$ cat config.mk
export PLATFORM = sky130hd
export DESIGN_NAME = frame_receiver_crc16_check_top
export DESIGN_NICKNAME = d
export VERILOG_FILES = /design/src/frc_pkg.sv /design/src/frame_receiver_crc16_check_top.sv /design/src/frc_front.sv /design/src/frc_queue.sv /design/src/frc_back.sv
export VERILOG_INCLUDE_DIRS = /design/src /design/src/src
export SDC_FILE = /design/constraint.sdc
export NUM_CORES = 1
export LEC_CHECK = 0
export ABC_AREA = 1
export BUFFER_PORTS_ARGS = -buffer_cell sky130_fd_sc_hd__buf_2
export CORE_MARGIN = 3
export CORE_UTILIZATION = 60
export CTS_CLUSTER_DIAMETER = 100
export DETAILED_ROUTE_END_ITERATION = 8
export PLACE_DENSITY = 0.78
export SYNTH_ARGS = -nofsm -noshare
export SYNTH_HDL_FRONTEND = slang
export SYNTH_SLANG_ARGS = --single-unit
export TNS_END_PERCENT = 1
$ cat constraint.sdc
create_clock -name clk -period 6.1 [get_ports clk]
set_clock_uncertainty 0.2 [all_clocks]
set_input_delay 0.915 -clock clk [delete_from_list [all_inputs] [get_ports clk]]
set_output_delay 0.915 -clock clk [all_outputs]
set_load 0.01 [all_outputs]
$ cat src/assert_macros.svh
// Assertion macros shared by the receiver modules
`ifndef ASSERT_MACROS_SVH
`define ASSERT_MACROS_SVH

// Check a condition at every clock edge outside reset
`define ASSERT_HOLDS(lbl, expr, msg) \
  lbl: assert property (@(posedge clk) disable iff (rst) (expr)) else $error(msg);

// Check that a condition implies another in the same cycle
`define ASSERT_IMPLIES(lbl, ante, cons, msg) \
  lbl: assert property (@(posedge clk) disable iff (rst) (ante) |-> (cons)) else $error(msg);

`endif

$ cat src/frc_pkg.sv
// Types, codes and the CRC16 update for the frame receiver
package frc_pkg;

  localparam logic [1:0] KIND_DATA     = 2'd0;
  localparam logic [1:0] KIND_OK       = 2'd1;
  localparam logic [1:0] KIND_CRC_ERR  = 2'd2;
  localparam logic [1:0] KIND_TIMEOUT  = 2'd3;

  localparam logic [1:0] STEP_ADDR     = 2'd0;
  localparam logic [1:0] STEP_OPTION   = 2'd1;
  localparam logic [1:0] STEP_LENGTH   = 2'd2;
  localparam logic [1:0] STEP_PAYLOAD  = 2'd3;

  localparam logic [1:0] REG_ADDRESS   = 2'd0;
  localparam logic [1:0] REG_OPTION    = 2'd1;
  localparam logic [1:0] REG_CHECK     = 2'd2;
  localparam logic [1:0] REG_TIMEOUT   = 2'd3;

  localparam logic       OP_BYTE       = 1'b0;
  localparam logic       OP_TICK       = 1'b1;

  localparam logic [7:0]  ADDRESS_RESET = 8'h5A;
  localparam logic [7:0]  OPTION_RESET  = 8'hA5;
  localparam logic [3:0]  TIMEOUT_RESET = 4'd2;
  localparam logic [15:0] CRC_INIT      = 16'hFFFF;
  localparam logic [15:0] CRC_POLY      = 16'hA001;

  typedef struct packed {
    logic [1:0] kind;
    logic [7:0] data_byte;
    logic [7:0] byte_count;
    logic       last;
  } result_t;

  typedef struct packed {
    logic [1:0] count;
    result_t    first;
    result_t    second;
  } push_t;

  function automatic logic [15:0] crc_add(input logic [15:0] crc, input logic [7:0] b);
    logic [15:0] c;
    c = crc ^ {8'h00, b};
    for (int k = 0; k < 8; k++) begin
      c = c[0] ? ((c >> 1) ^ CRC_POLY) : (c >> 1);
    end
    return c;
  endfunction

endpackage

$ cat src/frame_receiver_crc16_check_top.sv
// Top level of the serial frame receiver with CRC16 check
// Input stream: one beat per received byte (s_tuser 0) or idle poll tick (s_tuser 1).
// Configuration: a write on cfg_valid/cfg_ready sets address, option, check enable
// and timeout by index 0 to 3; write only while the receiver is idle.
// Output stream: one beat per data byte or frame status; m_tuser gives the kind,
// m_tdata the data byte and the running data count, m_tlast the last beat of a byte.
// Each result is registered in the queue and then in the output register.
// Throughput: one input beat per cycle while s_tready is high; a frame-ending data
// byte yields two output beats, so sustained rate is set by the single output
// register draining the queue. Each beat and its CRC16 update are handled combinationally.
// Reset: configuration returns to its defaults, the receiver hunts for an address
// and the result queue empties; s_tready and cfg_ready are low during reset.
// Stall: while m_tready is low results collect in the queue; s_tready drops when
// fewer than two queue slots are free and rises again as beats drain.
module frame_receiver_crc16_check_top #(
  parameter int QUEUE_DEPTH = 4
) (
  input  logic        clk,
  input  logic        rst,
  input  logic        cfg_valid,
  output logic        cfg_ready,
  input  logic [1:0]  cfg_index,
  input  logic [7:0]  cfg_data,
  input  logic        s_tvalid,
  output logic        s_tready,
  input  logic [7:0]  s_tdata,   // [7:0] rx_byte
  input  logic        s_tuser,   // [0] operation
  output logic        m_tvalid,
  input  logic        m_tready,
  output logic [15:0] m_tdata,   // [7:0] data_byte, [15:8] byte_count
  output logic [1:0]  m_tuser,   // [1:0] kind
  output logic        m_tlast
);

  frc_pkg::push_t   push;
  frc_pkg::result_t head;
  logic             not_empty;
  logic             room;
  logic             pop;
  logic             fire;

  assign cfg_ready = !rst;
  assign s_tready  = room && !rst;
  assign fire      = s_tvalid && s_tready;

  frc_front u_front (
    .clk       (clk),
    .rst       (rst),
    .cfg_valid (cfg_valid && cfg_ready),
    .cfg_index (cfg_index),
    .cfg_data  (cfg_data),
    .fire      (fire),
    .op        (s_tuser),
    .rx_byte   (s_tdata),
    .push      (push)
  );

  frc_queue #(
    .Depth (QUEUE_DEPTH)
  ) u_queue (
    .clk       (clk),
    .rst       (rst),
    .push      (push),
    .pop       (pop),
    .head      (head),
    .not_empty (not_empty),
    .room      (room)
  );

  frc_back u_back (
    .clk       (clk),
    .rst       (rst),
    .head      (head),
    .not_empty (not_empty),
    .pop       (pop),
    .m_tvalid  (m_tvalid),
    .m_tready  (m_tready),
    .m_tdata   (m_tdata),
    .m_tuser   (m_tuser),
    .m_tlast   (m_tlast)
  );

endmodule

$ cat src/frc_front.sv
// Front end: configuration registers, frame hunting, CRC and result generation
`include "assert_macros.svh"

module frc_front (
  input  logic                 clk,
  input  logic                 rst,
  input  logic                 cfg_valid,
  input  logic [1:0]           cfg_index,
  input  logic [7:0]           cfg_data,
  input  logic                 fire,
  input  logic                 op,
  input  logic [7:0]           rx_byte,
  output frc_pkg::push_t       push
);

  logic [7:0]  frame_address;
  logic [7:0]  frame_option;
  logic        check_enable;
  logic [3:0]  timeout_ticks;

  logic [1:0]  hunt_step, hunt_step_next;
  logic        frame_active, frame_active_next;
  logic [7:0]  declared_length, declared_length_next;
  logic [7:0]  received_count, received_count_next;
  logic [15:0] running_crc, running_crc_next;
  logic [7:0]  held_byte, held_byte_next;
  logic [3:0]  idle_ticks, idle_ticks_next;

  logic [1:0]  hs_eff;
  logic [7:0]  rc_eff;
  logic [3:0]  it_eff;
  logic [4:0]  tick_sum;
  logic [8:0]  idx;
  logic [7:0]  len_m2, len_lim, so_far;
  logic [15:0] crc_base, crc_upd;

  always_ff @(posedge clk) begin
    if (rst) begin
      frame_address <= frc_pkg::ADDRESS_RESET;
      frame_option  <= frc_pkg::OPTION_RESET;
      check_enable  <= 1'b0;
      timeout_ticks <= frc_pkg::TIMEOUT_RESET;
    end else if (cfg_valid) begin
      case (cfg_index)
        frc_pkg::REG_ADDRESS: frame_address <= cfg_data;
        frc_pkg::REG_OPTION:  frame_option  <= cfg_data;
        frc_pkg::REG_CHECK:   check_enable  <= cfg_data[0];
        frc_pkg::REG_TIMEOUT: timeout_ticks <= cfg_data[3:0];
        default: ;
      endcase
    end
  end

  always_comb begin
    hs_eff   = frame_active ? hunt_step : frc_pkg::STEP_ADDR;
    rc_eff   = frame_active ? received_count : 8'd0;
    it_eff   = frame_active ? idle_ticks : 4'd0;
    tick_sum = {1'b0, it_eff} + 5'd1;
    idx      = {1'b0, rc_eff} + 9'd1;
    len_m2   = declared_length - 8'd2;
    len_lim  = (declared_length >= 8'd2) ? len_m2 : 8'd0;
    so_far   = (check_enable && (rc_eff > len_lim)) ? len_lim : rc_eff;
    crc_base = (hs_eff == frc_pkg::STEP_ADDR) ? frc_pkg::CRC_INIT : running_crc;
    crc_upd  = frc_pkg::crc_add(crc_base, rx_byte);
  end

  always_comb begin
    hunt_step_next       = hunt_step;
    frame_active_next    = frame_active;
    declared_length_next = declared_length;
    received_count_next  = received_count;
    running_crc_next     = running_crc;
    held_byte_next       = held_byte;
    idle_ticks_next      = idle_ticks;
    push                 = '0;
    if (fire) begin
      hunt_step_next      = hs_eff;
      received_count_next = rc_eff;
      idle_ticks_next     = it_eff;
      if (op == frc_pkg::OP_TICK) begin
        if (frame_active) begin
          if (tick_sum > {1'b0, timeout_ticks}) begin
            frame_active_next   = 1'b0;
            hunt_step_next      = frc_pkg::STEP_ADDR;
            received_count_next = 8'd0;
            idle_ticks_next     = 4'd0;
            push.count          = 2'd1;
            push.first          = '{kind: frc_pkg::KIND_TIMEOUT, data_byte: 8'd0,
                                    byte_count: so_far, last: 1'b1};
          end else begin
            idle_ticks_next = tick_sum[3:0];
          end
        end
      end else begin
        idle_ticks_next = 4'd0;
        case (hs_eff)
          frc_pkg::STEP_ADDR: begin
            if (rx_byte == frame_address) begin
              frame_active_next   = 1'b1;
              received_count_next = 8'd0;
              running_crc_next    = crc_upd;
              hunt_step_next      = frc_pkg::STEP_OPTION;
            end
          end
          frc_pkg::STEP_OPTION: begin
            if (rx_byte == frame_option) begin
              running_crc_next = crc_upd;
              hunt_step_next   = frc_pkg::STEP_LENGTH;
            end else begin
              hunt_step_next = frc_pkg::STEP_ADDR;
            end
          end
          frc_pkg::STEP_LENGTH: begin
            if (rx_byte != 8'd0) begin
              declared_length_next = rx_byte;
              running_crc_next     = crc_upd;
              received_count_next  = 8'd0;
              hunt_step_next       = frc_pkg::STEP_PAYLOAD;
            end else begin
              hunt_step_next = frc_pkg::STEP_ADDR;
            end
          end
          default: begin
            received_count_next = idx[7:0];
            if (!check_enable) begin
              push.first = '{kind: frc_pkg::KIND_DATA, data_byte: rx_byte,
                             byte_count: idx[7:0], last: 1'b1};
              push.count = 2'd1;
              if (idx >= {1'b0, declared_length}) begin
                push.first.last     = 1'b0;
                push.second         = '{kind: frc_pkg::KIND_OK, data_byte: 8'd0,
                                        byte_count: idx[7:0], last: 1'b1};
                push.count          = 2'd2;
                frame_active_next   = 1'b0;
                hunt_step_next      = frc_pkg::STEP_ADDR;
                received_count_next = 8'd0;
              end
            end else if (declared_length < 8'd2) begin
              frame_active_next   = 1'b0;
              hunt_step_next      = frc_pkg::STEP_ADDR;
              received_count_next = 8'd0;
              push.count          = 2'd1;
              push.first          = '{kind: frc_pkg::KIND_CRC_ERR, data_byte: 8'd0,
                                      byte_count: 8'd0, last: 1'b1};
            end else if (idx <= {1'b0, len_m2}) begin
              running_crc_next = crc_upd;
              push.count       = 2'd1;
              push.first       = '{kind: frc_pkg::KIND_DATA, data_byte: rx_byte,
                                   byte_count: idx[7:0], last: 1'b1};
            end else if (idx == {1'b0, declared_length - 8'd1}) begin
              held_byte_next = rx_byte;
            end else begin
              frame_active_next   = 1'b0;
              hunt_step_next      = frc_pkg::STEP_ADDR;
              received_count_next = 8'd0;
              push.count          = 2'd1;
              push.first          = '{kind: ({rx_byte, held_byte} == running_crc) ?
                                            frc_pkg::KIND_OK : frc_pkg::KIND_CRC_ERR,
                                      data_byte: 8'd0, byte_count: len_m2, last: 1'b1};
            end
          end
        endcase
      end
    end
  end

  always_ff @(posedge clk) begin
    if (rst) begin
      hunt_step       <= frc_pkg::STEP_ADDR;
      frame_active    <= 1'b0;
      declared_length <= 8'd0;
      received_count  <= 8'd0;
      running_crc     <= frc_pkg::CRC_INIT;
      held_byte       <= 8'd0;
      idle_ticks      <= 4'd0;
    end else begin
      hunt_step       <= hunt_step_next;
      frame_active    <= frame_active_next;
      declared_length <= declared_length_next;
      received_count  <= received_count_next;
      running_crc     <= running_crc_next;
      held_byte       <= held_byte_next;
      idle_ticks      <= idle_ticks_next;
    end
  end

  `ASSERT_IMPLIES(a_hunt_in_frame, hunt_step != frc_pkg::STEP_ADDR, frame_active, "hunt step advanced outside a frame")
  `ASSERT_IMPLIES(a_pair_order, push.count == 2'd2, push.second.last && !push.first.last, "two-beat result not ordered data then status")

endmodule

$ cat src/frc_queue.sv
// Result queue between front and back, taking up to two beats a cycle
`include "assert_macros.svh"

module frc_queue #(
  parameter int Depth = 4
) (
  input  logic             clk,
  input  logic             rst,
  input  frc_pkg::push_t   push,
  input  logic             pop,
  output frc_pkg::result_t head,
  output logic             not_empty,
  output logic             room
);

  localparam int PtrW = (Depth > 1) ? $clog2(Depth) : 1;
  localparam int CntW = $clog2(Depth + 1);

  frc_pkg::result_t entries [Depth];
  logic [PtrW-1:0]  wr_ptr;
  logic [PtrW-1:0]  rd_ptr;
  logic [CntW-1:0]  count;
  logic [PtrW-1:0]  wr_second;

  function automatic logic [PtrW-1:0] ptr_inc(input logic [PtrW-1:0] p);
    return (p == PtrW'(Depth - 1)) ? '0 : p + 1'b1;
  endfunction

  assign wr_second = ptr_inc(wr_ptr);
  assign head      = entries[rd_ptr];
  assign not_empty = (count != '0);
  assign room      = (count <= CntW'(Depth - 2));

  always_ff @(posedge clk) begin
    if (push.count != 2'd0) begin
      entries[wr_ptr] <= push.first;
    end
    if (push.count == 2'd2) begin
      entries[wr_second] <= push.second;
    end
  end

  always_ff @(posedge clk) begin
    if (rst) begin
      wr_ptr <= '0;
      rd_ptr <= '0;
      count  <= '0;
    end else begin
      case (push.count)
        2'd1:    wr_ptr <= wr_second;
        2'd2:    wr_ptr <= ptr_inc(wr_second);
        default: wr_ptr <= wr_ptr;
      endcase
      if (pop) begin
        rd_ptr <= ptr_inc(rd_ptr);
      end
      count <= count + CntW'(push.count) - CntW'(pop);
    end
  end

  `ASSERT_HOLDS(a_count_bound, count <= CntW'(Depth), "queue count above depth")
  `ASSERT_IMPLIES(a_pop_nonempty, pop, count != '0, "pop from empty queue")
  `ASSERT_IMPLIES(a_push_room, push.count != 2'd0, count <= CntW'(Depth) - CntW'(push.count), "push overflows queue")

endmodule

$ cat src/frc_back.sv
// Back end: output register that drains the queue onto the result stream
module frc_back (
  input  logic             clk,
  input  logic             rst,
  input  frc_pkg::result_t head,
  input  logic             not_empty,
  output logic             pop,
  output logic             m_tvalid,
  input  logic             m_tready,
  output logic [15:0]      m_tdata,
  output logic [1:0]       m_tuser,
  output logic             m_tlast
);

  assign pop = not_empty && (!m_tvalid || m_tready);

  always_ff @(posedge clk) begin
    if (rst) begin
      m_tvalid <= 1'b0;
    end else if (pop) begin
      m_tvalid <= 1'b1;
    end else if (m_tready) begin
      m_tvalid <= 1'b0;
    end
  end

  always_ff @(posedge clk) begin
    if (pop) begin
      m_tdata <= {head.byte_count, head.data_byte};
      m_tuser <= head.kind;
      m_tlast <= head.last;
    end
  end

endmodule
==> flow_summary_export.csv, run 1 <==
group,metric,value,unit
clock_tree,cts_hold_buffers_added,0,
sta,fin_crit_sh,88.9,%
logic_synthesis,synth-simple-area-share,28.6,%
clock_tree,clk_latency,0.43,ns
logic_synthesis,most_area_consuming_cells_after_synthesis,"sky130_fd_sc_hd__dfxtp_1 (22%), sky130_fd_sc_hd__edfxtp_1 (18%), sky130_fd_sc_hd__nand2_1 (13%)",
logic_synthesis,post_synthesis_cell_type_count,42,
logic_synthesis,postSynth.topFlopCell,"sky130_fd_sc_hd__dfxtp_1",
logic_synthesis,synth_compound_area_share,13.1,%
logic_synthesis,post-synth-top-area-cell,"sky130_fd_sc_hd__dfxtp_1",
sta,rsz_0062_raised_after_global_routing,"no",
logic_synthesis,postSynthAreaPerCell,7.37,um2
detailed_routing,detail_route.wirelength,28100,um
logic_synthesis,syn-num-nets,1439,
logic_synthesis,yosys_register_bits,171,
detailed_routing,routed-via-count,9350,
run,drv.max_cap_violation_count,0,
detailed_routing,post_dr_wirelength_cell,17.4,um
floorplanning,design.core.area,16100,um2
logic_synthesis,postSynth.asyncResetShare,0,%
placement,gpl.final_weighted_congestion,1.00,
cells_and_area,num-fill-cells,1371,
clock_tree,numClockSinks,171,
logic_synthesis,post_synth_most_frequent_cells,"sky130_fd_sc_hd__nand2_1 (348), sky130_fd_sc_hd__nor2_1 (131), sky130_fd_sc_hd__nand3_1 (118)",
clock_tree,clockBufferDepth,2,
sta,finalSetupViolCount,0,
clock_tree,clkSlewWorstSetupHoldPaths,0.08,ns
clock_tree,clock_tree.root_cell,"sky130_fd_sc_hd__clkbuf_16",
power,share_clk_of_total_power,35.8,%
clock_tree,postCtsResizedCells,0,
logic_synthesis,synth_seq_area_share,40.0,%
cells_and_area,drive_gt1_share,9.51,%
detailed_routing,detailedRoute.firstIterationViolations,1352,
floorplanning,dieHeight,135,um
power,max-vdd-ir-drop,0.249,mV
global_routing,grt_max_degree,56,
placement,dp_hpwl,20600,um
worst_setup_path,path_common_cell,"sky130_fd_sc_hd__nand2_1",
power,p_per_area,276,nW/um2
placement,count_of_input_and_output_buffers,45,
logic_synthesis,synthAdderAreaFrac,6.55,%
detailed_routing,firstDrtPassIters,6,
power,p_int,2060,uW
detailed_routing,vias_per_cell,5.79,
clock_tree,cts_htree_levels,4,
worst_setup_path,worstPathRequired,6.18,ns
floorplanning,start_util,62.3,%
sta,setup_tns,0,ns
outcome,outcome,"finished clean",
clock_tree,tritoncts_clock_tree,"done",
floorplanning,ioPinCount,46,
cells_and_area,area.growth.synth_to_final,9.25,%
worst_setup_path,worst-endpoint-arrival,5.50,ns
floorplanning,dieArea,18300,um2
worst_setup_path,crit_family,"simple AND/OR/NAND/NOR gates",
power,power.share.combinational,19.7,%
power,p_leak,0.00494,uW
worst_hold_path,hold_class,"flop to flop",
clock_tree,cts-buffers-inserted,17,
global_routing,grt.total_usage,31.3,%
logic_synthesis,synth_edf_count,59,
sta,maxClockFrequency,0.184,GHz
logic_synthesis,most_numerous_cell_in_the_yosys_netlist,"sky130_fd_sc_hd__nand2_1",
worst_setup_path,cp.buffers_inverters,4,
worst_setup_path,crit_path_max_fanout,12,
global_routing,overflow,0,
worst_setup_path,timing.critical_path.cells,"buf_4 > nand2_1 > inv_1 > ha_1 > nand3_1 > nor2_2 > nand2_1 > nand2_1 > ha_1 > nand2_1 > nor3_1 > nand3_1 > nor3_1 > o21bai_4 > nor3_4 > o21ai_1 > nand2_2 > ha_1 > nand2_1 > clkinv_1 > nor2_2 > inv_1 > o21ai_1",
worst_setup_path,critical_path_class,"flop to flop",
logic_synthesis,netlist_instances,1363,
worst_setup_path,cp-end-kind,"flop",
cells_and_area,layout.nets,1461,
detailed_routing,postRouteAntennaNets,0,
clock_tree,postCtsSetupRepairBufs,0,
logic_synthesis,synth.yosys.warnings,0,
logic_synthesis,yosys-mux-area-fraction,0,%
global_routing,antenna_found_initial,0,
placement,post_dp_area,10400,um2
power,power.net_switching,978,uW
sta,fin_crit,5.42,ns
floorplanning,die_x,135,um
sta,timing_worst_slew_pin_value,1.14,ns
sta,final_hold_viol_count,0,
global_routing,via_count_of_the_first_global_routing_pass,8726,
worst_setup_path,critical-path-max-stage-delay,0.55,ns
detailed_routing,post-route-drc-count,0,
sta,timing.final.max_slew_violations,0,
logic_synthesis,synth_largest_type_area_fraction,22.3,%
logic_synthesis,syn_area,10000,um2
logic_synthesis,synthXorXnorAreaFrac,4.80,%
sta,slew_limit_headroom,23.8,%
worst_setup_path,crit_path_max_delay_cell_type,"sky130_fd_sc_hd__dfxtp_1",
global_routing,global_route_wire_length_before_repair,45600,um
cells_and_area,stdcell_area,11000,um2
logic_synthesis,synth_top_family_by_area,"simple AND/OR/NAND/NOR gates",
power,seq_power_share,44.5,%
power,swShare,32.2,%
worst_setup_path,worstSetupStartpointType,"flop",
floorplanning,placementRows,46,
-- worst min-delay path, delay by kind of cell, from the launching register on --
| kind | cells | cell delay, ns |
|---|---|---|
| flops | 1 | 0.31 |
| simple gates | 2 | 0.10 |
-- path summary, 6_finish.rpt --
path	depth (start not counted)	slack, ns	from	end
max	23	0.68	u_front.frame_active	u_queue.entries[0][17]
min	2	0.25	u_queue.entries[2][18]	u_queue.entries[2][18]
min reg2reg	2	0.25	u_queue.entries[2][18]	u_queue.entries[2][18]
max reg2reg	23	0.68	u_front.frame_active	u_queue.entries[0][17]
-- layer usage --
metal / part of all wire [%] / global-route usage (%) / routed length (um)
met5: 0 / 0 / 0
met4: 3.2 / 11.6 / 905
met3: 6.7 / 4.94 / 1880
met2: 47 / 51.4 / 13300
met1: 43 / 42.0 / 12000
-- cells in the final DEF (no fill, tap or decap), drive strengths merged --
cell	Yosys	layout
nor4	2	2
a21oi	64	64
o211ai	6	6
nand3b	3	3
a31oi	2	2
nor2	144	144
inv	120	128
o21bai	2	2
xor2	20	20
edfxtp	59	59
nand2	367	367
a31o	1	1
dfxtp	112	112
o22ai	24	24
o21ai	136	136
nor3b	1	1
nand4	15	15
nor3	12	12
clkinvlp	0	1
nand3	120	120
clkbuf	31	17
or2	3	3
o221ai	2	2
a211oi	3	3
diode	0	1
xnor2	35	35
fa	1	1
ha	51	51
buf	18	52
clkinv	7	13
o31ai	2	2
-- flip-flops by register name (all words and copies together), names as in the netlist --
name                     cells
u_queue.entries             76
u_back.m_tdata              16
u_front.running_crc         16
u_front.declared_length      8
u_front.frame_address        8
u_front.frame_option         8
u_front.held_byte            8
u_front.received_count       8
u_front.idle_ticks           4
u_front.timeout_ticks        4
u_queue.count                3
u_back.m_tuser               2
u_front.hunt_step            2
u_queue.rd_ptr               2
u_queue.wr_ptr               2
u_back.m_tlast               1
u_back.m_tvalid              1
u_front.check_enable         1
u_front.frame_active         1
-- logic make-up (layout without fill, tap and decap cells) --
logic type / after synthesis / count (layout)
AND/OR/NAND/NOR: 667 / 667
XOR/XNOR: 55 / 55
adder cells (fa/ha/maj): 52 / 52
other: 0 / 1
buffers and inverters: 176 / 211
AO/OA/AOI/OAI: 242 / 242
flip-flops: 171 / 171
-- cell type report --
cell class                      count  area, um2  area share (%)
Clock buffer                       17        425            3.88
Timing Repair Buffer               52        278            2.53
Antenna cell                        1       2.50          0.0228
Multi-Input combinational cell   1016       5330            48.6
Tap cell                          216        270            2.46
Sequential cell                   171       4010            36.6
Inverter                          127        477            4.35
Clock inverter                     15        173            1.57
-- per-stage QoR --
step           util (%)  power (uW)  hold WS [ns]  worst slack (ns)  std cells
3_5_place_dp       64.3        1970         0.240             0.848       1582
2_1_floorplan         -        1780         0.221              1.45       1363
5_1_grt            68.1        3170         0.288             0.136       1614
4_1_cts            68.1        3040         0.254             0.826       1614
6_report           68.1        3030         0.255             0.676       1615
3_3_place_gp       64.3        1960         0.233             0.972       1582
-- power groups by stage --
stage | Sequential, uW | Combinational (uW) | Clock [uW]
2_1_floorplan | 1410 | 375 | 0
3_3_place_gp | 1380 | 580 | 0
3_5_place_dp | 1380 | 592 | 0
4_1_cts | 1350 | 596 | 1090
5_1_grt | 1360 | 665 | 1140
6_report | 1350 | 597 | 1080
No activity file was read; power rests on OpenSTA's default activity.
==> run 2, diff against run 1 <==
--- a/config.mk
+++ b/config.mk
@@ -13,7 +13,9 @@
 export CTS_CLUSTER_DIAMETER = 100
 export DETAILED_ROUTE_END_ITERATION = 8
 export PLACE_DENSITY = 0.78
+export SLEW_MARGIN = 20
 export SYNTH_ARGS = -nofsm -noshare
 export SYNTH_HDL_FRONTEND = slang
+export SYNTH_HIERARCHICAL = 1
 export SYNTH_SLANG_ARGS = --single-unit
 export TNS_END_PERCENT = 1
==> flow_summary_export.csv, run 2 <==
group,metric,value,unit
worst_hold_path,start_point_of_the_worst_hold_path,"u_front/timeout_ticks[3]",
worst_setup_path,path_common_cell,"sky130_fd_sc_hd__nand2_1",
logic_synthesis,synth_top_family_by_area,"simple AND/OR/NAND/NOR gates",
floorplanning,dieArea,19300,um2
logic_synthesis,netlist_instances,1378,
logic_synthesis,post_synthesis_cell_type_count,44,
sta,setup_tns,0,ns
worst_setup_path,cp.buffers_inverters,6,
logic_synthesis,synth_seq_area_share,41.5,%
sta,final_hold_viol_count,0,
detailed_routing,detailedRoute.firstIterationViolations,918,
worst_setup_path,crit_path_max_delay_cell_type,"sky130_fd_sc_hd__dfxtp_1",
clock_tree,postCtsResizedCells,0,
global_routing,overflow,0,
worst_setup_path,crit_family,"simple AND/OR/NAND/NOR gates",
worst_setup_path,worst-path-stages,27,
worst_hold_path,hold_class,"flop to flop",
clock_tree,numClockSinks,173,
worst_setup_path,critical_path_class,"flop to flop",
worst_setup_path,critical-path-max-stage-delay,0.61,ns
detailed_routing,post-route-drc-count,0,
worst_setup_path,regToRegSetupSlack,0.71,ns
clock_tree,cts_hold_buffers_added,0,
floorplanning,placementRows,48,
logic_synthesis,postSynthAreaPerCell,7.71,um2
worst_setup_path,r2r-end,"u_queue/entries[3][2]",
floorplanning,design.core.area,17300,um2
clock_tree,clockBufferDepth,2,
floorplanning,start_util,61.4,%
worst_setup_path,worstReg2RegStart,"u_front/frame_active",
sta,slew_limit_headroom,30.0,%
worst_setup_path,timing.critical_path.to,"u_queue/entries[3][2]",
cells_and_area,area.growth.synth_to_final,7.77,%
cells_and_area,insertedDiodeCount,0,
logic_synthesis,synth.yosys.warnings,6,
sta,timing_worst_slew_pin_value,1.05,ns
cells_and_area,drive_gt1_share,11.6,%
clock_tree,postCtsSetupRepairBufs,0,
logic_synthesis,yosys-mux-area-fraction,0,%
clock_tree,cts-buffers-inserted,17,
sta,maxClockFrequency,0.186,GHz
power,max-vdd-ir-drop,0.254,mV
cells_and_area,registers.top_by_ff_count,"u_queue/entries",
clock_tree,clk_latency,0.44,ns
logic_synthesis,postSynth.topFlopCell,"sky130_fd_sc_hd__edfxtp_1",
logic_synthesis,postSynth.asyncResetShare,0,%
detailed_routing,routed-via-count,9247,
detailed_routing,firstDrtPassIters,7,
outcome,outcome,"finished clean",
cells_and_area,num-fill-cells,1464,
worst_setup_path,worstSetupStartpointType,"flop",
sta,rsz_0062_raised_after_global_routing,"no",
placement,count_of_input_and_output_buffers,45,
cells_and_area,layout_common_cells,"sky130_fd_sc_hd__nand2_1 (307), sky130_fd_sc_hd__nor2_1 (148), sky130_fd_sc_hd__inv_1 (131)",
detailed_routing,detail_route.wirelength,26500,um
global_routing,global_route_wire_length_before_repair,42300,um
clock_tree,clock_tree.root_cell,"sky130_fd_sc_hd__clkbuf_16",
cells_and_area,layout.nets,1471,
global_routing,grt_max_degree,40,
detailed_routing,postRouteAntennaNets,0,
clock_tree,clkSlewWorstSetupHoldPaths,0.07,ns
logic_synthesis,synth_compound_area_share,14.4,%
worst_setup_path,cp-end-kind,"flop",
worst_setup_path,worst-endpoint-arrival,5.36,ns
logic_synthesis,synthAdderAreaFrac,5.96,%
global_routing,antenna_found_initial,0,
power,p_per_area,267,nW/um2
logic_synthesis,synth_largest_type_area_fraction,26.9,%
logic_synthesis,post_synth_most_frequent_cells,"sky130_fd_sc_hd__nand2_1 (307), sky130_fd_sc_hd__nor2_1 (148), sky130_fd_sc_hd__inv_1 (132)",
logic_synthesis,most_area_consuming_cells_after_synthesis,"sky130_fd_sc_hd__edfxtp_1 (27%), sky130_fd_sc_hd__dfxtp_1 (15%), sky130_fd_sc_hd__nand2_1 (11%)",
worst_setup_path,worstPathRequired,6.08,ns
detailed_routing,vias_per_cell,5.66,
logic_synthesis,syn_area,10600,um2
sta,hold_slack,0.273,ns
clock_tree,cts_htree_levels,4,
logic_synthesis,synthXorXnorAreaFrac,4.62,%
clock_tree,tritoncts_clock_tree,"done",
floorplanning,die_x,139,um
worst_setup_path,crit_path_max_fanout,22,
global_routing,via_count_of_the_first_global_routing_pass,8482,
run,drv.max_cap_violation_count,0,
logic_synthesis,most_numerous_cell_in_the_yosys_netlist,"sky130_fd_sc_hd__nand2_1",
power,power,3050,uW
power,p_leak,0.00455,uW
logic_synthesis,synth-simple-area-share,24.6,%
sta,timing.final.max_slew_violations,0,
logic_synthesis,synth_edf_count,95,
floorplanning,dieHeight,139,um
sta,finalSetupViolCount,0,
logic_synthesis,post-synth-top-area-cell,"sky130_fd_sc_hd__edfxtp_1",
cells_and_area,largest_reg_flops,76,
cells_and_area,layout_commonest_cell,"sky130_fd_sc_hd__nand2_1",
placement,dp_hpwl,18900,um
worst_setup_path,r2r.worst_path.cells,27,
detailed_routing,post_dr_wirelength_cell,16.2,um
logic_synthesis,yosys_register_bits,173,
sta,fin_crit,5.39,ns
placement,gpl.final_weighted_congestion,0.950,
sta,fin_crit_sh,88.3,%
worst_setup_path,worst_setup_path_startpoint,"u_front/frame_active",
cells_and_area,largestRegisters,"u_queue/entries x76, u_back/m_tdata x16, u_front/running_crc x16",
floorplanning,ioPinCount,46,
global_routing,grt.total_usage,27.1,%
run 2: changes by cell type after synthesis, moves of 9 or more:
cell / before / now
sky130_fd_sc_hd__nand3_1: 118 / 59
sky130_fd_sc_hd__a21oi_2: 0 / 11
sky130_fd_sc_hd__edfxtp_1: 59 / 95
sky130_fd_sc_hd__dfxtp_1: 112 / 78
sky130_fd_sc_hd__nand2_1: 348 / 307
sky130_fd_sc_hd__o21ai_1: 25 / 52
sky130_fd_sc_hd__inv_1: 113 / 132
sky130_fd_sc_hd__xor2_1: 20 / 29
sky130_fd_sc_hd__buf_4: 4 / 16
sky130_fd_sc_hd__nor2_1: 131 / 148
sky130_fd_sc_hd__nand2_2: 17 / 30
run 2: layer usage:
layer	up-vias	wire [um]	GRT usage [%]
met3	51	1690	4.90
met4	0	573	9.37
li1	4587	-	-
met5	-	0	0
met1	4259	11400	35.6
met2	350	12800	45.3
run 2: cell families after synthesis:
logic type / after synthesis
xor gates and xnor gates: 56
adders and majority gates: 50
DFF: 173
other: 1
and+or+nand+nor: 607
AOI/OAI and AO/OA: 281
buffers and inverters: 210
run 2: where the power goes:
| group | switching [uW] | leakage [uW] | internal, uW |
|---|---|---|---|
| Clock | 508 | 0.000284 | 555 |
| Combinational | 399 | 0.00284 | 192 |
| Sequential | 38.2 | 0.00142 | 1360 |
run 2: area by class of cell:
type                            instances  area [um2]  area share [%]
Inverter                              140         526            4.59
Timing Repair Buffer                   62         353            3.08
Tap cell                              225         282            2.46
Clock inverter                         14         139            1.21
Clock buffer                           18         439            3.84
Multi-Input combinational cell       1003        5300            46.3
Sequential cell                       173        4410            38.6
run 2: how the worst min path moves through the flow:
stage	endpoint	slack (ns)	cells past startpoint
2_1_floorplan	u_front/timeout_ticks[2]	0.24	2
3_3_place_gp	u_front/timeout_ticks[2]	0.26	2
3_5_place_dp	u_front/idle_ticks[0]	0.26	2
4_1_cts	u_front/idle_ticks[0]	0.27	2
5_1_grt	u_front/idle_ticks[3]	0.29	2
6_report	u_front/timeout_ticks[3]	0.27	2
run 2: worst reg2reg max path, delay by kind of cell (launching register included):
family	cells	cell delay, ns
simple gates	16	2.02
buf+inv	6	0.91
fa+ha+maj	3	0.89
flops	1	0.61
compound gates	2	0.51
run 2: per-stage QoR:
stage          area, um2  utilization [%]  cells  setup slack [ns]
2_1_floorplan      10700                -   1386             0.675
3_3_place_gp       10900             62.9   1603             0.986
3_5_place_dp       10900             62.9   1603             0.808
4_1_cts            11400             66.2   1635             0.755
5_1_grt            11400             66.2   1635             0.152
6_report           11400             66.2   1635             0.715
==> run 3, diff against run 2 <==
--- a/config.mk
+++ b/config.mk
@@ -13,6 +13,7 @@
 export CTS_CLUSTER_DIAMETER = 100
 export DETAILED_ROUTE_END_ITERATION = 8
 export PLACE_DENSITY = 0.78
+export REMOVE_ABC_BUFFERS = 1
 export SLEW_MARGIN = 20
 export SYNTH_ARGS = -nofsm -noshare
 export SYNTH_HDL_FRONTEND = slang
==> flow_summary_export.csv, run 3 (same netlist as run 2, synthesis figures left out) <==
group,metric,value,unit
global_routing,grt_max_degree,40,
sta,maxClockFrequency,0.193,GHz
sta,setup_tns,0,ns
detailed_routing,firstDrtPassIters,7,
global_routing,antenna_found_initial,0,
clock_tree,cts_htree_levels,4,
power,max-vdd-ir-drop,0.197,mV
cells_and_area,largestRegisters,"u_queue/entries x76, u_back/m_tdata x16, u_front/running_crc x16",
sta,final_hold_viol_count,0,
power,swShare,29.3,%
placement,count_of_input_and_output_buffers,45,
worst_hold_path,whs_path_depth,2,
detailed_routing,vias_per_cell,5.71,
power,power.share.combinational,19.4,%
detailed_routing,maxUsedRoutingLayer,"met4",
worst_hold_path,hold_class,"flop to flop",
worst_hold_path,min_delay_worst_endpoint,"u_front/idle_ticks[0]",
worst_setup_path,worstReg2RegStart,"u_front/frame_active",
worst_setup_path,critical-path-max-stage-delay,0.50,ns
clock_tree,clk_latency,0.43,ns
floorplanning,design.core.area,17300,um2
placement,dp_hpwl,19000,um
global_routing,global_route_wire_length_before_repair,43000,um
cells_and_area,finish.utilization,66.1,%
sta,timing.final.max_slew_violations,0,
power,share_clk_of_total_power,34.6,%
cells_and_area,layout.nets,1470,
detailed_routing,post_dr_wirelength_cell,16.2,um
global_routing,grt.total_usage,27.1,%
sta,timing_worst_slew_pin_value,1.10,ns
cells_and_area,insertedDiodeCount,0,
clock_tree,clockBufferDepth,2,
cells_and_area,drive_gt1_share,11.3,%
sta,worst_slack,0.925,ns
floorplanning,dieArea,19300,um2
floorplanning,dieHeight,139,um
floorplanning,start_util,61.4,%
worst_setup_path,worst-endpoint-arrival,5.14,ns
power,power.net_switching,888,uW
worst_setup_path,crit_path_max_fanout,20,
placement,place_worst_setup_slack,1.04,ns
clock_tree,cts-buffers-inserted,17,
worst_setup_path,regToRegSetupSlack,0.93,ns
clock_tree,numClockSinks,173,
floorplanning,ioPinCount,46,
cells_and_area,area.growth.synth_to_final,7.64,%
cells_and_area,layout_common_cells,"sky130_fd_sc_hd__nand2_1 (307), sky130_fd_sc_hd__nor2_1 (148), sky130_fd_sc_hd__inv_1 (132)",
detailed_routing,routed-wl-met3,1790,um
clock_tree,cts_hold_buffers_added,0,
clock_tree,postCtsSetupRepairBufs,0,
cells_and_area,registers.top_by_ff_count,"u_queue/entries",
floorplanning,die_x,139,um
sta,fin_crit_sh,84.8,%
detailed_routing,dr_wl_met2,12600,um
power,power,3040,uW
global_routing,via_count_of_the_first_global_routing_pass,8770,
detailed_routing,m1WireLength,11400,um
run,drv.max_cap_violation_count,0,
detailed_routing,postRouteAntennaNets,0,
power,p_int,2150,uW
cells_and_area,area_occupied_by_registers,4410,um2
worst_setup_path,worstPathRequired,6.06,ns
worst_setup_path,r2r.worst_path.cells,25,
floorplanning,placementRows,48,
detailed_routing,routed-via-count,9330,
detailed_routing,detailedRoute.firstIterationViolations,1021,
clock_tree,clkSlewWorstSetupHoldPaths,0.07,ns
placement,gpl.final_weighted_congestion,1.00,
worst_setup_path,path_common_cell,"sky130_fd_sc_hd__nand2_1",
worst_setup_path,cp-end-kind,"flop",
detailed_routing,post-route-drc-count,0,
cells_and_area,layout_commonest_cell,"sky130_fd_sc_hd__nand2_1",
cells_and_area,multiInputGateArea,5300,um2
sta,slew_limit_headroom,26.4,%
sta,rsz_0062_raised_after_global_routing,"no",
worst_setup_path,critical_path_class,"flop to flop",
outcome,outcome,"finished clean",
worst_setup_path,r2r-end,"u_queue/entries[0][3]",
power,p_leak,0.00454,uW
cells_and_area,largest_reg_flops,76,
clock_tree,clock_tree.root_cell,"sky130_fd_sc_hd__clkbuf_16",
detailed_routing,detail_route.wirelength,26500,um
worst_hold_path,start_point_of_the_worst_hold_path,"u_front/idle_ticks[0]",
worst_setup_path,worstSetupStartpointType,"flop",
cells_and_area,num-fill-cells,1455,
power,p_per_area,266,nW/um2
clock_tree,postCtsResizedCells,0,
clock_tree,tritoncts_clock_tree,"done",
sta,fin_crit,5.17,ns
power,seq_power_share,46.0,%
sta,finalSetupViolCount,0,
global_routing,overflow,0,
worst_setup_path,crit_path_max_delay_cell_type,"sky130_fd_sc_hd__nand2_1",
-- run 3: changes by cell type in the layout (fill, tap and decap cells not counted), sizes merged --
cell and change:
buf -1, clkbuf +7, clkinvlp -1, inv -6
-- run 3: routing by layer --
layer,vias up,track usage [%]
li1,4564,-
met1,4293,35.2
met2,402,45.7
met3,71,4.28
met4,0,10.9
met5,-,0
-- run 3: final cells by class --
class,count,area share (%)
Multi-Input combinational cell,1003,46.3
Sequential cell,173,38.6
Inverter,140,4.60
Clock buffer,25,4.53
Timing Repair Buffer,61,3.02
Tap cell,225,2.46
Clock inverter,7,0.470
-- run 3: metrics by stage --
step	std cells	area [um2]	hold slack, ns
floorplan	1316	10200	0.238
global placement	1602	10900	0.255
detailed placement	1602	10900	0.260
CTS	1634	11400	0.271
global route	1634	11400	0.299
finish	1634	11400	0.268
-- run 3: how the worst max path moves through the flow --
stage	slack (ns)	cells past startpoint	endpoint	from
2_1_floorplan	0.25	26	u_queue/entries[0][0]	u_front/frame_active
3_3_place_gp	1.27	25	u_queue/entries[2][3]	u_front/frame_active
3_5_place_dp	1.04	25	u_queue/entries[1][3]	u_front/frame_active
4_1_cts	1.00	25	u_queue/entries[0][7]	u_front/frame_active
5_1_grt	0.45	25	u_queue/entries[0][1]	u_front/frame_active
6_report	0.93	25	u_queue/entries[0][3]	u_front/frame_active
-- run 3: worst max-delay path: cells and delay by family, from the launching register on --
family	cells	cell delay [ns]
buffers and inverters	5	0.83
adder cells (fa/ha/maj)	3	0.89
AND/OR/NAND/NOR	14	1.85
flip-flops	1	0.43
AO/OA/AOI/OAI	3	0.70
-- run 3: power by group through the flow --
| stage | Combinational, uW | Sequential [uW] | Clock, uW |
|---|---|---|---|
| after floorplan | 289 | 1490 | 0 |
| after global placement | 565 | 1420 | 0 |
| after detailed placement | 587 | 1420 | 0 |
| after CTS | 587 | 1400 | 1060 |
| after global routing | 660 | 1410 | 1110 |
| final | 589 | 1400 | 1050 |
